### config.mk
export PLATFORM = sky130hd
export DESIGN_NAME = iambic_keyer_recorder
export DESIGN_NICKNAME = d
export VERILOG_FILES = /design/src/hw/rtl/ikr_pkg.sv /design/src/hw/rtl/iambic_keyer_recorder.sv /design/src/hw/rtl/ikr_step.sv
export VERILOG_INCLUDE_DIRS = /design/src /design/src/hw/rtl
export SDC_FILE = /design/constraint.sdc
export NUM_CORES = 1
export LEC_CHECK = 0
export ABC_AREA = 1
export BUFFER_PORTS_ARGS = -buffer_cell sky130_fd_sc_hd__buf_2
export CAP_MARGIN = 20
export CORE_MARGIN = 5
export CORE_UTILIZATION = 55
export DETAILED_ROUTE_END_ITERATION = 6
export PLACE_DENSITY = 0.76
export RECOVER_POWER = 50
export SYNTH_ARGS = -nofsm -noshare
export SYNTH_HDL_FRONTEND = slang
export SYNTH_HIERARCHICAL = 1
export SYNTH_SLANG_ARGS = --single-unit
### constraint.sdc
create_clock -name i_clk -period 3.7 [get_ports i_clk]
set_input_delay 0.185 -clock i_clk [delete_from_list [all_inputs] [get_ports i_clk]]
set_output_delay 0.185 -clock i_clk [all_outputs]
set_load 0.02 [all_outputs]
### src/hw/rtl/iambic_keyer_recorder_assert.svh
// assertion helpers for the keyer recorder
`ifndef IAMBIC_KEYER_RECORDER_ASSERT_SVH
`define IAMBIC_KEYER_RECORDER_ASSERT_SVH

// clocked check, muted while reset is held
`define IKR_ASSERT(label, prop, msg) \
    label: assert property (@(posedge i_clk) disable iff (!i_rst_n) (prop)) else $error(msg);

// clocked check that also holds during reset
`define IKR_ASSERT_ALWAYS(label, prop, msg) \
    label: assert property (@(posedge i_clk) (prop)) else $error(msg);

`endif

### src/hw/rtl/ikr_pkg.sv
package ikr_pkg;

    // keyer phase
    typedef enum logic [1:0] {
        PH_IDLE   = 2'd0,
        PH_MARK   = 2'd1,
        PH_GAP    = 2'd2,
        PH_DECIDE = 2'd3
    } t_phase;

    localparam logic [7:0] CODE_DIT  = 8'd1;
    localparam logic [7:0] CODE_DAH  = 8'd3;
    localparam logic       SPACE_TAG = 1'b1;
    localparam logic [6:0] SPACE_MAX = 7'h7F;

    // units left in the mark after its first tick
    localparam logic [1:0] DAH_LEFT = 2'd2;

    // keyer and recorder state
    typedef struct packed {
        t_phase     phase;
        logic [1:0] units_left;
        logic       cur_dah;
        logic [6:0] space_units;
        logic       space_counting;
        logic       iambic;
    } t_state;

    // one result request
    typedef struct packed {
        logic       sidetone_on;
        logic       record_valid;
        logic [7:0] record_code;
        logic       iambic_active;
    } t_result;

endpackage

### src/hw/rtl/iambic_keyer_recorder.sv
// channel   | direction | handshake                | payload
// ----------+-----------+--------------------------+----------------------------------------
// paddles   | in        | i_in_valid / o_in_stall  | i_paddle_a_pressed, i_paddle_b_pressed
// result    | out       | o_out_valid / i_out_stall| o_sidetone_on, o_record_valid,
//           |           |                          | o_record_code, o_iambic_active
// config    | in        | i_cfg_we                 | i_cfg_wdata (swap_paddles)
//
// one request per clock while no stall holds the flow; the result passes through the
// input register, then one pass of the keyer step into the result register
// keyer state advances as the input register hands its request to the result register
// synchronous active-low reset clears the keyer state, config and both valid flags
// an output stall holds the result register and backs up into the input register
module iambic_keyer_recorder (
    input  logic       i_clk,
    input  logic       i_rst_n,
    input  logic       i_in_valid,
    output logic       o_in_stall,
    input  logic       i_paddle_a_pressed,
    input  logic       i_paddle_b_pressed,
    input  logic       i_cfg_we,
    input  logic       i_cfg_wdata,
    output logic       o_out_valid,
    input  logic       i_out_stall,
    output logic       o_sidetone_on,
    output logic       o_record_valid,
    output logic [7:0] o_record_code,
    output logic       o_iambic_active
);

    logic             r_in_vld;
    logic             r_pad_a;
    logic             r_pad_b;
    logic             r_swap;
    logic             r_out_vld;
    ikr_pkg::t_state  r_state;
    ikr_pkg::t_state  n_state;
    ikr_pkg::t_result r_result;
    ikr_pkg::t_result n_result;
    logic             w_out_free;
    logic             w_in_free;
    logic             w_move;
    logic             w_rec_out;
    logic             w_quiet_out;
    logic             w_code_ok;
    logic             w_gap_move;
    logic             w_mark_now;

    // pipeline flow
    assign w_out_free = !r_out_vld || !i_out_stall;
    assign w_in_free  = !r_in_vld || w_out_free;
    assign w_move     = r_in_vld && w_out_free;
    assign o_in_stall = !w_in_free;

    // config register
    always_ff @(posedge i_clk) begin
        if (!i_rst_n) begin
            r_swap <= 1'b0;
        end else if (i_cfg_we) begin
            r_swap <= i_cfg_wdata;
        end
    end

    // input register
    always_ff @(posedge i_clk) begin
        if (!i_rst_n) begin
            r_in_vld <= 1'b0;
        end else if (w_in_free) begin
            r_in_vld <= i_in_valid;
        end
    end

    always_ff @(posedge i_clk) begin
        if (i_in_valid && w_in_free) begin
            r_pad_a <= i_paddle_a_pressed;
            r_pad_b <= i_paddle_b_pressed;
        end
    end

    // keyer step
    ikr_step u_step (
        .i_state    (r_state),
        .i_paddle_a (r_pad_a),
        .i_paddle_b (r_pad_b),
        .i_swap     (r_swap),
        .o_state    (n_state),
        .o_result   (n_result)
    );

    // keyer state
    always_ff @(posedge i_clk) begin
        if (!i_rst_n) begin
            r_state <= '{phase: ikr_pkg::PH_IDLE, default: '0};
        end else if (w_move) begin
            r_state <= n_state;
        end
    end

    // result register
    always_ff @(posedge i_clk) begin
        if (!i_rst_n) begin
            r_out_vld <= 1'b0;
        end else if (w_out_free) begin
            r_out_vld <= r_in_vld;
        end
    end

    always_ff @(posedge i_clk) begin
        if (w_move) begin
            r_result <= n_result;
        end
    end

    assign o_out_valid     = r_out_vld;
    assign o_sidetone_on   = r_result.sidetone_on;
    assign o_record_valid  = r_result.record_valid;
    assign o_record_code   = r_result.record_code;
    assign o_iambic_active = r_result.iambic_active;

    // check terms
    assign w_rec_out   = r_out_vld && o_record_valid;
    assign w_quiet_out = r_out_vld && !o_record_valid;
    assign w_code_ok   = (o_record_code == ikr_pkg::CODE_DIT) ||
                         (o_record_code == ikr_pkg::CODE_DAH) || o_record_code[7];
    assign w_gap_move  = (r_state.phase == ikr_pkg::PH_GAP) && w_move;
    assign w_mark_now  = (r_state.phase == ikr_pkg::PH_MARK);

    // checks
    `include "iambic_keyer_recorder_assert.svh"

    `IKR_ASSERT(a_code_legal, w_rec_out |-> w_code_ok, "record code is not dit, dah or space")
    `IKR_ASSERT(a_code_quiet, w_quiet_out |-> (o_record_code == 8'd0), "code without record valid")
    `IKR_ASSERT(a_gap_records, w_gap_move |=> w_rec_out, "gap tick did not record its element")
    `IKR_ASSERT_ALWAYS(a_mark_units, w_mark_now |-> (r_state.units_left != 2'd0), "mark with no units")

endmodule

### src/hw/rtl/ikr_step.sv
module ikr_step (
    input  ikr_pkg::t_state  i_state,
    input  logic             i_paddle_a,
    input  logic             i_paddle_b,
    input  logic             i_swap,
    output ikr_pkg::t_state  o_state,
    output ikr_pkg::t_result o_result
);

    logic       w_dit;
    logic       w_dah;
    logic       w_press;
    logic       w_release;
    logic       w_idle_tick;
    logic       w_start;
    logic       w_new_dah;
    logic       w_new_iambic;
    logic       w_cnt_eff;
    logic [6:0] w_spaces_eff;

    // paddle roles
    assign w_dit   = i_swap ? i_paddle_b : i_paddle_a;
    assign w_dah   = i_swap ? i_paddle_a : i_paddle_b;
    assign w_press = w_dit | w_dah;
    assign w_release = i_state.cur_dah ? !w_dah : !w_dit;

    // shared decisions for this tick
    always_comb begin
        w_idle_tick  = 1'b0;
        w_start      = 1'b0;
        w_new_dah    = 1'b0;
        w_new_iambic = i_state.iambic;
        w_cnt_eff    = i_state.space_counting;
        w_spaces_eff = i_state.space_units;
        case (i_state.phase)
            ikr_pkg::PH_MARK: begin
                w_idle_tick = 1'b0;
            end
            ikr_pkg::PH_GAP: begin
                w_idle_tick = 1'b0;
            end
            ikr_pkg::PH_DECIDE: begin
                if (w_release) begin
                    w_idle_tick  = 1'b1;
                    w_cnt_eff    = 1'b1;
                    w_spaces_eff = '0;
                end else begin
                    w_start      = 1'b1;
                    w_new_iambic = w_dit & w_dah;
                    w_new_dah    = (w_dit & w_dah) ? !i_state.cur_dah : w_dah;
                end
            end
            default: begin
                w_idle_tick = 1'b1;
            end
        endcase
        // a press on an idle tick starts an element
        if (w_idle_tick && w_press) begin
            w_start      = 1'b1;
            w_new_iambic = w_dit & w_dah;
            w_new_dah    = !w_dit;
        end
    end

    // next state
    always_comb begin
        o_state = i_state;
        o_state.space_counting = w_cnt_eff;
        o_state.space_units    = w_spaces_eff;
        o_state.iambic         = w_new_iambic;
        if (w_start) begin
            // element begins and its first mark tick runs now
            o_state.cur_dah    = w_new_dah;
            o_state.units_left = w_new_dah ? ikr_pkg::DAH_LEFT : 2'd0;
            o_state.phase      = w_new_dah ? ikr_pkg::PH_MARK : ikr_pkg::PH_GAP;
            if (w_idle_tick) begin
                o_state.space_units = '0;
            end
        end else if (w_idle_tick) begin
            o_state.phase = ikr_pkg::PH_IDLE;
            if (w_cnt_eff && (w_spaces_eff != ikr_pkg::SPACE_MAX)) begin
                o_state.space_units = w_spaces_eff + 7'd1;
            end
        end else begin
            case (i_state.phase)
                ikr_pkg::PH_MARK: begin
                    if (i_state.units_left <= 2'd1) begin
                        o_state.units_left = 2'd0;
                        o_state.phase      = ikr_pkg::PH_GAP;
                    end else begin
                        o_state.units_left = i_state.units_left - 2'd1;
                    end
                end
                ikr_pkg::PH_GAP: begin
                    o_state.phase = ikr_pkg::PH_DECIDE;
                end
                default: begin
                    o_state.phase = i_state.phase;
                end
            endcase
        end
    end

    // result fields
    always_comb begin
        o_result = '0;
        o_result.iambic_active = w_new_iambic;
        o_result.sidetone_on   = w_start || (i_state.phase == ikr_pkg::PH_MARK);
        if (i_state.phase == ikr_pkg::PH_GAP) begin
            o_result.record_valid = 1'b1;
            o_result.record_code  = i_state.cur_dah ? ikr_pkg::CODE_DAH
                                                    : ikr_pkg::CODE_DIT;
        end else if (w_idle_tick && w_press && w_cnt_eff) begin
            o_result.record_valid = 1'b1;
            o_result.record_code  = {ikr_pkg::SPACE_TAG, w_spaces_eff};
        end
    end

endmodule

==> impl_metrics.tcl <==
set metrics [dict create \
    syn_area_per_cell_um2 7.48 \
    die-area_um2 4650 \
    final_cell_area_um2 1980 \
    ant_nets 0 \
    drtIter0Drc 72 \
    wirelength_um 3640 \
    netlist_area_um2 1860 \
    final_util 0.598 \
    dp_hpwl_um 2680 \
    syn_nets 261 \
    power_mw 0.723 \
    worstReg2RegEnd "o_record_code[1]" \
    io-pin-count 21 \
    die_width_um 68.2 \
    clock_latency_ps 330 \
    drc 0 \
    timing.fmax_mhz 388 \
    reg2reg_slack_ps 1120 \
    worst_ir_drop_vdd_uv 269 \
    cap_viol_max_count 0 \
    grt.total_usage 0.185 \
    status "finished, final reports clean" \
    ys_types 29 \
    antenna_found_initial 0 \
    worst-slew-pin-transition_ps 1480 \
    ys_seq_elements 30 \
    grt_pass1_wl_um 6380 \
    cts.sink_count 30 \
    layout-drive-gt1-share 0.142 \
    worstSetupEndpoint "o_record_code[1]" \
    fin_crit_ps 2580 \
    cts_tree "built" \
    clock-skew-final_ps 20.2 \
    hold_class "input pin to flop" \
    tns_ps 0 \
    power.leakage_nw 0.886 \
    avgRoutedWirePerCell_um 11.6 \
    coreArea_um2 3310 \
    endpoint_kind "flop" \
    firstDrtPassIters 4 \
    vias 1585 \
    worstPathMaxFanout 30 \
    r2r_start "r_in_vld" \
    cts-root-buf "clkbuf_4" \
    cts_hold_buf 0 \
    vias_per_cell 5.05 \
    cts_inserted_buffers 5 \
    clockBufferDepth 2 \
    place_congestion 0.908 \
    cts_resized 0 \
    critPathKind "flop to flop" \
    postCtsSetupBuffers 0 \
    setup_viol 0 \
    grt_pass1_vias 1452 \
    num_antenna_cells 0 \
    fp.dieH_um 68.2 \
    synthToLayoutAreaGrowth_pct 6.18 \
    synth.yosys.seq_area_share 0.392 \
    fin_crit_sh 0.696 \
    synth_warnings 6 \
    place_area_um2 1940 \
    final_max_slew_viol_count 0 \
    cts_max_level 2 \
    required_ps 3660 \
    placed_cells 305 \
    slew_headroom 0.0145 \
    fp-row-count 21 \
    overflow 0 \
    grt_max_degree 31 \
    start_kind "flop" \
    clk_pin_slew_ps 90 \
    worst_ep_arrival_time_ps 2530 \
    final_cell_count_no_fill 314 \
    reg2reg_depth 4 \
    p_per_area_nw_per_um2 366 \
    finalNetCount 279 \
    finalHoldViolCount 0 \
    port-buffer-count 20 \
    synthCells 249 \
    start_util 0.563 \
    startpoint "r_in_vld" \
    rsz0062_at_grt "no" \
]
==> cell families (layout without fill, tap and decap cells) <==
kind of cell               count (synthesis)  in the layout  synth area share
AOI/OAI and AO/OA                         40             40             0.142
adders and majority gates                  4              4            0.0269
buffers and inverters                     56             75             0.138
DFF                                       30             30             0.392
and+or+nand+nor                          119            119             0.301
==> how the worst min path moves through the flow <==
stage,startpoint,to,slack (ps),cells after the start
final,i_paddle_a_pressed,r_pad_a,20,1
after global routing,i_paddle_a_pressed,r_pad_a,9,1
after CTS,i_paddle_a_pressed,r_pad_a,20,1
after detailed placement,i_paddle_a_pressed,r_pad_a,370,1
after global placement,i_paddle_a_pressed,r_pad_a,360,1
after floorplan,i_cfg_we,r_swap,280,1
==> Yosys cell counts <==
| cell | count | share of area |
|---|---|---|
| a21oi_1 | 14 | 0.038 |
| a21oi_2 | 10 | 0.047 |
| buf_2 | 4 | 0.011 |
| buf_4 | 4 | 0.016 |
| buf_6 | 3 | 0.018 |
| clkinv_4 | 1 | 0.0047 |
| dfxtp_1 | 17 | 0.18 |
| edfxtp_1 | 13 | 0.21 |
| ha_1 | 4 | 0.027 |
| inv_1 | 44 | 0.089 |
| nand2_1 | 53 | 0.11 |
| nand2_2 | 2 | 0.0067 |
| nand2_4 | 3 | 0.018 |
| nand3_1 | 21 | 0.056 |
| nand3_2 | 2 | 0.011 |
| nand3b_1 | 1 | 0.0040 |
| nand3b_4 | 1 | 0.011 |
| nand4_1 | 2 | 0.0067 |
| nand4_2 | 1 | 0.0067 |
| nor2_1 | 28 | 0.056 |
| nor2_2 | 2 | 0.0067 |
| nor3_1 | 2 | 0.0054 |
| nor3_2 | 1 | 0.0054 |
| o211ai_1 | 3 | 0.012 |
| o21ai_0 | 4 | 0.011 |
| o21ai_1 | 6 | 0.016 |
| o21ai_2 | 1 | 0.0047 |
| o21bai_4 | 1 | 0.010 |
| o22ai_1 | 1 | 0.0034 |
==> worst max-delay path, stage by stage (launching register included) <==
cell      delay, ps
dfxtp_1         310
clkbuf_1       1070
inv_1           150
a21oi_1         180
clkbuf_1        490
==> cells in the final DEF, fill, tap and decap left out, types with 6 or more instances in the layout <==
| cell | count |
|---|---|
| edfxtp_1 | 13 |
| o21ai_1 | 6 |
| a21oi_2 | 10 |
| nand3_1 | 21 |
| clkbuf_1 | 17 |
| inv_1 | 44 |
| dfxtp_1 | 17 |
| buf_2 | 8 |
| nand2_1 | 53 |
| a21oi_1 | 14 |
| nor2_1 | 28 |
==> registers in the layout, summed over array words and instances, names as in the netlist <==
register         cells
r_state             14
o_record_code        8
o_iambic_active      1
o_out_valid          1
o_record_valid       1
o_sidetone_on        1
r_in_vld             1
r_pad_a              1
r_pad_b              1
r_swap               1
==> area by class of cell <==
cell class | count | area, µm²
Timing Repair Buffer | 22 | 92.6
Sequential cell | 30 | 731
Inverter | 45 | 174
Fill cell | 319 | 1330
Multi-Input combinational cell | 163 | 875
Tap cell | 46 | 57.6
Clock buffer | 8 | 48.8
==> report_power, final <==
group,internal (mW),switching (mW),total (mW)
sequential,0.367,0.0153,0.382
combinational,0.0524,0.108,0.160
clock,0.0756,0.105,0.181
total,0.495,0.229,0.723
==> per-layer routing <==
metal | wire [µm] | global-route usage | vias up | part of all wire
li1 | - | - | 826 | -
met3 | 218 | 0.0509 | 8 | 0.060
met2 | 1690 | 0.306 | 44 | 0.47
met5 | 0 | 0 | - | 0
met1 | 1640 | 0.222 | 707 | 0.45
met4 | 87 | 0.0819 | 0 | 0.024
==> through the flow <==
step           hold WS (ps)  setup WS, ps
2_1_floorplan           278          1610
3_3_place_gp            362          1450
3_5_place_dp            366          1380
4_1_cts                15.7          1370
5_1_grt                9.31           858
6_report               24.8          1120
Note: power is estimated with default switching activity, not from simulation.
